===== config.mk =====
export PLATFORM = sky130hd
export DESIGN_NAME = block_proof_of_work_validator_unit
export DESIGN_NICKNAME = d
export VERILOG_FILES = /design/src/design/bpowv_pkg.sv /design/src/design/bpowv_hash.sv /design/src/design/bpowv_chain.sv /design/src/design/block_proof_of_work_validator_unit.sv
export SDC_FILE = /design/constraint.sdc
export NUM_CORES = 1
export LEC_CHECK = 0
export BUFFER_PORTS_ARGS = -buffer_cell sky130_fd_sc_hd__buf_2
export CORE_ASPECT_RATIO = 0.8
export CORE_MARGIN = 2
export CORE_UTILIZATION = 30
export CTS_BUF_LIST = sky130_fd_sc_hd__clkbuf_16
export DETAILED_ROUTE_END_ITERATION = 12
export GPL_ROUTABILITY_DRIVEN = 0
export SLEW_MARGIN = 20
export SYNTH_ARGS = -nofsm -noshare
export SYNTH_HDL_FRONTEND = slang
export SYNTH_SLANG_ARGS = --single-unit

===== constraint.sdc =====
create_clock -name clk -period 27 [get_ports clk]
set_input_delay 5.4 -clock clk [delete_from_list [all_inputs] [get_ports clk]]
set_output_delay 5.4 -clock clk [all_outputs]
set_load 0.05 [all_outputs]

===== src/design/bpowv_pkg.sv =====
// Package for the block proof-of-work validator: beat types, constants and CRC-32 matrix.
package bpowv_pkg;

  localparam int unsigned HDR_BITS = 192;

  localparam logic [31:0] CRC_POLY = 32'hEDB8_8320;
  localparam logic [31:0] CRC_FULL = 32'hFFFF_FFFF;
  localparam logic [5:0]  DIFF_MIN = 6'd1;
  localparam logic [5:0]  DIFF_MAX = 6'd32;

  typedef struct packed {
    logic signed [31:0] block_height;
    logic [31:0]        block_time;
    logic [31:0]        previous_hash;
    logic [31:0]        header_difficulty;
    logic [31:0]        nonce_word;
    logic [31:0]        miner_id;
    logic [31:0]        claimed_hash;
  } in_item_t;

  typedef struct packed {
    logic               accepted;
    logic               stale;
    logic               hash_mismatch;
    logic [31:0]        computed_hash;
    logic [5:0]         next_difficulty;
    logic signed [31:0] tip_height_out;
  } out_item_t;

  // Hash unit to chain unit.
  typedef struct packed {
    logic [31:0] computed_hash;
    logic        hash_mismatch;
    logic        meets_target;
  } hash_res_t;

  // Chain unit back to the top level.
  typedef struct packed {
    logic               accepted;
    logic               stale;
    logic [5:0]         next_difficulty;
    logic signed [31:0] tip_height;
  } chain_res_t;

  // Row j holds the header bits that feed bit j of the CRC.
  typedef logic [31:0][HDR_BITS-1:0] crc_mat_t;

  // Bit-serial reflected CRC over the header, bit 0 first. Used only at elaboration.
  function automatic logic [31:0] crc_serial(input logic [HDR_BITS-1:0] d,
                                             input logic [31:0] init);
    logic [31:0] c;
    logic        fb;
    c = init;
    for (int k = 0; k < HDR_BITS; k++) begin
      fb = c[0] ^ d[k];
      c  = (c >> 1) ^ (fb ? CRC_POLY : 32'h0);
    end
    return c;
  endfunction

  function automatic crc_mat_t crc_matrix();
    crc_mat_t                m;
    logic [31:0]             col;
    logic [HDR_BITS-1:0]     one;
    one = {{(HDR_BITS-1){1'b0}}, 1'b1};
    m   = '0;
    for (int i = 0; i < HDR_BITS; i++) begin
      col = crc_serial(one << i, 32'h0);
      for (int j = 0; j < 32; j++) begin
        m[j][i] = col[j];
      end
    end
    return m;
  endfunction

  // The CRC is affine in the header bits: a fixed matrix plus a fixed offset.
  localparam crc_mat_t    CRC_MAT = crc_matrix();
  localparam logic [31:0] CRC_OFS = crc_serial({HDR_BITS{1'b0}}, CRC_FULL) ^ CRC_FULL;

endpackage


===== src/design/bpowv_hash.sv =====
// CRC-32 over the 24 header bytes, claimed hash compare and difficulty target check.
module bpowv_hash
  import bpowv_pkg::*;
(
  input  in_item_t  item,
  output hash_res_t res
);

  logic [HDR_BITS-1:0] hdr_bits;
  logic [31:0]         crc;
  logic [5:0]          target_bits;
  logic [31:0]         target_mask;

  // Words are little-endian and the CRC is reflected, so the stream is word 0 bit 0 upward.
  assign hdr_bits = {item.miner_id, item.nonce_word, item.header_difficulty,
                     item.previous_hash, item.block_time, item.block_height};

  always_comb begin
    for (int j = 0; j < 32; j++) begin
      crc[j] = CRC_OFS[j] ^ (^(hdr_bits & CRC_MAT[j]));
    end
  end

  always_comb begin
    if ((|item.header_difficulty[31:6]) || (item.header_difficulty[5:0] > DIFF_MAX)) begin
      target_bits = DIFF_MAX;
    end else begin
      target_bits = item.header_difficulty[5:0];
    end
    // A zero difficulty still requires the top bit to be clear.
    if (target_bits == 6'd0) begin
      target_mask = 32'h8000_0000;
    end else begin
      target_mask = ~(CRC_FULL >> target_bits);
    end
  end

  assign res.computed_hash = crc;
  assign res.hash_mismatch = (crc != item.claimed_hash);
  assign res.meets_target  = ((crc & target_mask) == 32'h0);

endmodule


===== src/design/bpowv_chain.sv =====
// Chain state: tip height and global difficulty, with the accept and retarget decision.
module bpowv_chain
  import bpowv_pkg::*;
(
  input  logic               clk,
  input  logic               rst_n,
  input  logic               cfg_wr_en,
  input  logic [5:0]         cfg_wr_data,
  input  logic               commit,
  input  logic signed [31:0] block_height,
  input  logic               meets_target,
  output chain_res_t         res
);

  logic signed [31:0] tip_r, tip_nxt;
  logic [5:0]         diff_r, diff_nxt;
  logic [5:0]         diff_after;
  logic signed [31:0] tip_after;
  logic               stale;
  logic               accepted;
  logic               mult_ten;
  logic [6:0]         nib_sum;
  logic [4:0]         fold1;
  logic [3:0]         fold2;
  logic [2:0]         rem5;
  logic [5:0]         cfg_sat;

  // Divisible by ten means even and divisible by five. Since 16 is 1 mod 5 the nibble
  // sum keeps the residue; a negative value reads 2^32 too high, which is 1 mod 5.
  always_comb begin
    nib_sum = 7'd0;
    for (int n = 0; n < 8; n++) begin
      nib_sum = nib_sum + {3'd0, block_height[4*n +: 4]};
    end
    fold1 = {2'd0, nib_sum[6:4]} + {1'b0, nib_sum[3:0]};
    fold2 = {3'd0, fold1[4]} + fold1[3:0];
    if (fold2 == 4'd15) begin
      rem5 = 3'd0;
    end else if (fold2 >= 4'd10) begin
      rem5 = 3'(fold2 - 4'd10);
    end else if (fold2 >= 4'd5) begin
      rem5 = 3'(fold2 - 4'd5);
    end else begin
      rem5 = 3'(fold2);
    end
    mult_ten = !block_height[0] && (rem5 == {2'd0, block_height[31]});
  end

  always_comb begin
    stale    = (tip_r >= block_height);
    accepted = !stale && meets_target;
    tip_after  = accepted ? block_height : tip_r;
    diff_after = diff_r;
    if (accepted && mult_ten && (diff_r < DIFF_MAX)) begin
      diff_after = diff_r + 6'd1;
    end
  end

  always_comb begin
    if (cfg_wr_data < DIFF_MIN) begin
      cfg_sat = DIFF_MIN;
    end else if (cfg_wr_data > DIFF_MAX) begin
      cfg_sat = DIFF_MAX;
    end else begin
      cfg_sat = cfg_wr_data;
    end
  end

  always_comb begin
    tip_nxt  = tip_r;
    diff_nxt = diff_r;
    if (cfg_wr_en) begin
      diff_nxt = cfg_sat;
    end else if (commit) begin
      tip_nxt  = tip_after;
      diff_nxt = diff_after;
    end
  end

  always_ff @(posedge clk) begin
    if (!rst_n) begin
      tip_r  <= '0;
      diff_r <= DIFF_MIN;
    end else begin
      tip_r  <= tip_nxt;
      diff_r <= diff_nxt;
    end
  end

  assign res.accepted        = accepted;
  assign res.stale           = stale;
  assign res.next_difficulty = diff_after;
  assign res.tip_height      = tip_after;

endmodule


===== src/design/block_proof_of_work_validator_unit.sv =====
// Top level of the block proof-of-work validator.
// Each input beat on in_data carries one block header. The unit hashes it with CRC-32
// over 24 little-endian bytes, flags a mismatch with the claimed hash, checks the
// height against the kept tip and the hash against the header difficulty, and
// returns one result beat on out_data with the updated tip height and difficulty.
// A beat is taken on an edge with valid high and stall low, on either channel.
// The header lands in the input register, then a single pass of combinational logic
// feeds the result register, which drives out_valid. Throughput is one header per
// cycle while out_stall is low; the tip and difficulty registers update together
// with the result register.
// While out_stall holds, the result register keeps its beat and one more header may
// still be taken into the input register; then in_stall rises.
// cfg_wr_en loads cfg_wr_data, saturated to 1..32, as the global difficulty; write it
// only while no header is in flight.
// Synchronous reset clears both registers' valid flags, sets the tip height to zero
// and the difficulty to one.
module block_proof_of_work_validator_unit
  import bpowv_pkg::*;
(
  input  logic      clk,
  input  logic      rst_n,
  input  logic      in_valid,
  output logic      in_stall,
  input  in_item_t  in_data,
  output logic      out_valid,
  input  logic      out_stall,
  output out_item_t out_data,
  input  logic      cfg_wr_en,
  input  logic [5:0] cfg_wr_data
);

  logic       s1_vld_r, s1_vld_nxt;
  in_item_t   s1_data_r;
  logic       out_vld_r, out_vld_nxt;
  out_item_t  out_data_r, out_data_nxt;
  logic       advance;
  logic       in_take;
  hash_res_t  hash_res;
  chain_res_t chain_res;

  assign advance  = !out_vld_r || !out_stall;
  assign in_stall = s1_vld_r && !advance;
  assign in_take  = in_valid && !in_stall;

  bpowv_hash u_hash (
    .item (s1_data_r),
    .res  (hash_res)
  );

  bpowv_chain u_chain (
    .clk          (clk),
    .rst_n        (rst_n),
    .cfg_wr_en    (cfg_wr_en),
    .cfg_wr_data  (cfg_wr_data),
    .commit       (s1_vld_r && advance),
    .block_height (s1_data_r.block_height),
    .meets_target (hash_res.meets_target),
    .res          (chain_res)
  );

  always_comb begin
    s1_vld_nxt = s1_vld_r;
    if (in_take) begin
      s1_vld_nxt = 1'b1;
    end else if (advance) begin
      s1_vld_nxt = 1'b0;
    end
    out_vld_nxt = advance ? s1_vld_r : out_vld_r;
    out_data_nxt.accepted        = chain_res.accepted;
    out_data_nxt.stale           = chain_res.stale;
    out_data_nxt.hash_mismatch   = hash_res.hash_mismatch;
    out_data_nxt.computed_hash   = hash_res.computed_hash;
    out_data_nxt.next_difficulty = chain_res.next_difficulty;
    out_data_nxt.tip_height_out  = chain_res.tip_height;
  end

  always_ff @(posedge clk) begin
    if (!rst_n) begin
      s1_vld_r  <= 1'b0;
      out_vld_r <= 1'b0;
    end else begin
      s1_vld_r  <= s1_vld_nxt;
      out_vld_r <= out_vld_nxt;
    end
  end

  always_ff @(posedge clk) begin
    if (in_take) begin
      s1_data_r <= in_data;
    end
    if (s1_vld_r && advance) begin
      out_data_r <= out_data_nxt;
    end
  end

  assign out_valid = out_vld_r;
  assign out_data  = out_data_r;

endmodule


==> impl_metrics.toml <==
[run_status]
status = "completed"

[synthesis]
synth-seq-cells = 337
yosys.area_share.simple_pct = 3.45
synth_fp_nets = 2636
synth-async-reset-ratio_pct = 0
syn-cell-area_mm2 = 0.0281
synth_mux_area_share_pct = 1.29
synth-xor-area-share_pct = 48.8
synth-adder-area-share_pct = 4.68
synth_compound_area_share_pct = 3.02
synth_cell_types = 69
ys_seq_area_share_pct = 34.6
synthFlopType = "edfxtp_1"
avgSynthCellArea_um2 = 12.2
netlist_instances = 2308
synth_top_family_by_area = "XOR/XNOR gates"
synth_edf_count = 297
synth_warnings = 0

[route]
drc = 0
via_count = 19100
dr.pass1.iters = 6
routedWlPerCell_um = 31.8
wl_mm = 120
route.antenna.remaining_nets = 0
vias_per_cell = 5.06
drt-initial-drc-count = 2784

[hold_path]
worstHoldStart = "s1_vld_r"
min_to = "out_valid"
min_path_cells = 2
min_path_type = "reg -> reg"

[pwr]
power_frac_comb_pct = 71.8
ir_worst_vdd_mv = 0.224
p_int_w = 0.00238
p_seq_share_pct = 16.1
p_per_area_mw_per_mm2 = 151
finalPower_w = 0.00483
leakage_nw = 13.1
clkPwrFrac_pct = 12.1
power.switching_w = 0.00245
p_sw_share_pct = 50.8

[place]
post_dp_cell_area_mm2 = 0.0306
place_hpwl_mm = 97.2
pre_cts_slack_ps = 15580
port_buffers = 309

[timing]
layout_min_cycle_time_ps = 11420
relSlewSlack_pct = 11.7
grt_setup_unrepaired = "false"
finalHoldViolations = 0
final.period_utilization_pct = 42.3
drv_slew = 0
clock.fmax_mhz = 87.5
tns_ps = 0
tightest_slew_ps = 1320
whs_ps = 530
clock_skew_ps = 14.7
setup_viol = 0
worst_slack_ps = 15580

[setup_path]
crit_chain = "buf_2 > and3_1 > buf_2"
reg2reg_slack_ps = 18150
crit_type = "in -> out"
worst_setup_path_start_kind = "input port"
cpMostUsedCell = "buf_2"
critPathSlowestCell = "buf_2"
crit_path_end_kind = "output port"
crit_required_ps = 21600
cp_max_fo = 3
max_stage_delay_ps = 290
r2r-start = "s1_data_r[192]"
reg2regPathDepth = 33
r2r-end = "u_chain.diff_r[1]"
cp.arrival_ps = 6020

[job]
drv_cap = 0

[global_routing]
antenna_found_initial = 1
grt_pass1_vias = 18300
grt-ovfl-total = 0
grt_pass1_wl_mm = 158
grt_max_degree = 144
use_met3_pct = 11.8
met2_usage_pct = 35.0
grt_usage_pct = 24.5
grtUsageMet1_pct = 30.7
busiest_layer = "met2"

[cts]
cts_tree = "built"
hold_buffers = 0
cts_resized = 0
h-tree-depth = 2
insertion_delay_ps = 600
cts_setup_buffers = 0
path_clk_slew_ps = 60
cts_buffers = 41
cts_root_buf = "clkbuf_16"
cts_buffer_depth = 3
cts.sinks = 337

[die]
start_util_pct = 30.2
std_cell_rows = 100
die-width_um = 346
die_h_um = 278
coreArea_mm2 = 0.0928
die_area_mm2 = 0.0960
pin_count = 310

[finish]
final_area_mm2 = 0.0320
nNetsFinal = 2845
drive_above_1_share_pct = 17.0
syn2layout_area_growth_pct = 14.1
==> cell usage in the layout (no fill, tap or decap), types with 4 or more instances in the layout <==
| cell type | Yosys | final |
|---|---|---|
| fa_1 | 20 | 20 |
| xor2_2 | 7 | 7 |
| ha_1 | 73 | 73 |
| nor2_1 | 13 | 13 |
| and3_1 | 5 | 5 |
| inv_6 | 0 | 7 |
| xnor3_2 | 4 | 4 |
| nand2_1 | 61 | 61 |
| a22oi_1 | 5 | 5 |
| buf_4 | 3 | 19 |
| xor3_1 | 11 | 11 |
| xnor3_1 | 172 | 172 |
| nor2b_1 | 41 | 40 |
| inv_1 | 108 | 108 |
| and4_1 | 5 | 5 |
| clkinv_2 | 0 | 5 |
| a21o_1 | 14 | 14 |
| xnor2_1 | 842 | 841 |
| clkinv_4 | 0 | 5 |
| dfxtp_1 | 40 | 40 |
| o211ai_1 | 4 | 4 |
| buf_2 | 55 | 309 |
| nor3_1 | 8 | 8 |
| edfxtp_1 | 297 | 297 |
| nand4_1 | 13 | 13 |
| xnor2_2 | 11 | 12 |
| bufinv_16 | 0 | 5 |
| mux2i_1 | 34 | 34 |
| clkbuf_16 | 0 | 43 |
| xor2_1 | 202 | 202 |
| a21oi_1 | 30 | 30 |
| nand3_1 | 12 | 12 |
| clkinv_1 | 0 | 6 |
| nor4_1 | 5 | 5 |
| o21ai_0 | 54 | 54 |
==> flip-flops by register name (all words and copies together) (netlist names) <==
name / count
u_chain.diff_r: 6
out_data: 73
u_chain.tip_r: 32
out_valid: 1
s1_vld_r: 1
s1_data_r: 224
==> power by group through the flow <==
stage | clock, W | sequential [W] | combinational (W)
4_1_cts | 0.000609 | 0.000774 | 0.00337
2_1_floorplan | 0 | 0.000835 | 0.00216
3_3_place_gp | 0 | 0.000784 | 0.00329
5_1_grt | 0.000627 | 0.000778 | 0.00359
6_report | 0.000585 | 0.000778 | 0.00347
3_5_place_dp | 0 | 0.000785 | 0.00334
==> how the worst max path moves through the flow <==
stage	depth (start not counted)	slack, ps	from	to
2_1_floorplan	2	10570	out_stall	s1_data_r[0]
3_3_place_gp	3	15580	out_stall	in_stall
3_5_place_dp	3	15580	out_stall	in_stall
4_1_cts	3	15570	out_stall	in_stall
5_1_grt	3	15530	out_stall	in_stall
6_report	3	15580	out_stall	in_stall
==> metrics by stage <==
| step | cells | util (%) |
|---|---|---|
| 6_report | 3777 | 34.5 |
| 2_1_floorplan | 2308 | - |
| 5_1_grt | 3774 | 34.5 |
| 3_5_place_dp | 3698 | 32.9 |
| 3_3_place_gp | 3698 | 32.9 |
| 4_1_cts | 3774 | 34.5 |
==> area by class of cell <==
class                   count  area [um2]
repair buffers            329        1710
clock inverters            33         347
well taps                1224        1530
inverters                 108         407
diodes                      3        7.51
flip-flops and latches    337        9720
multi-input cells        1700       17200
fillers                  9323       60800
clock buffers              43        1080
==> cells in the mapped netlist, drive strengths merged, types with 4 or more instances <==
library cell,instances,area (um2)
a21o,14,105
a21oi,30,150
a22oi,5,37.5
and3,5,31.3
and4,5,43.8
buf,65,369
clkbuf,98,370
dfxtp,40,801
edfxtp,297,8920
fa,20,400
ha,73,913
inv,108,405
mux2i,34,340
nand2,62,235
nand3,12,60.1
nand4,13,81.3
nor2,14,55.1
nor2b,41,257
nor3,8,40.0
nor4,5,31.3
o211ai,4,30.0
o21ai,55,275
xnor2,854,7580
xnor3,176,3970
xor2,209,1880
xor3,11,262
==> worst max-delay path, delay by kind of cell <==
kind | cells | cell delay (ps)
buffers and inverters | 2 | 380
AND/OR/NAND/NOR | 1 | 240
==> routing by layer <==
layer	wire (um)	vias to the layer above
met3	17400	365
met2	48700	1407
met5	42	-
met1	47000	9313
met4	7100	4
li1	-	8022
==> kinds of logic (layout without fill, tap and decap cells) <==
family                     count (synthesis)  count (layout)
xor gates and xnor gates                1250            1250
DFF                                      337             337
buffers and inverters                    271             513
and+or+nand+nor                          183             183
AOI/OAI and AO/OA                        138             138
adders and majority gates                 93              93
muxes                                     36              36
other                                      0               3
No activity file was read; power rests on OpenSTA's default activity.
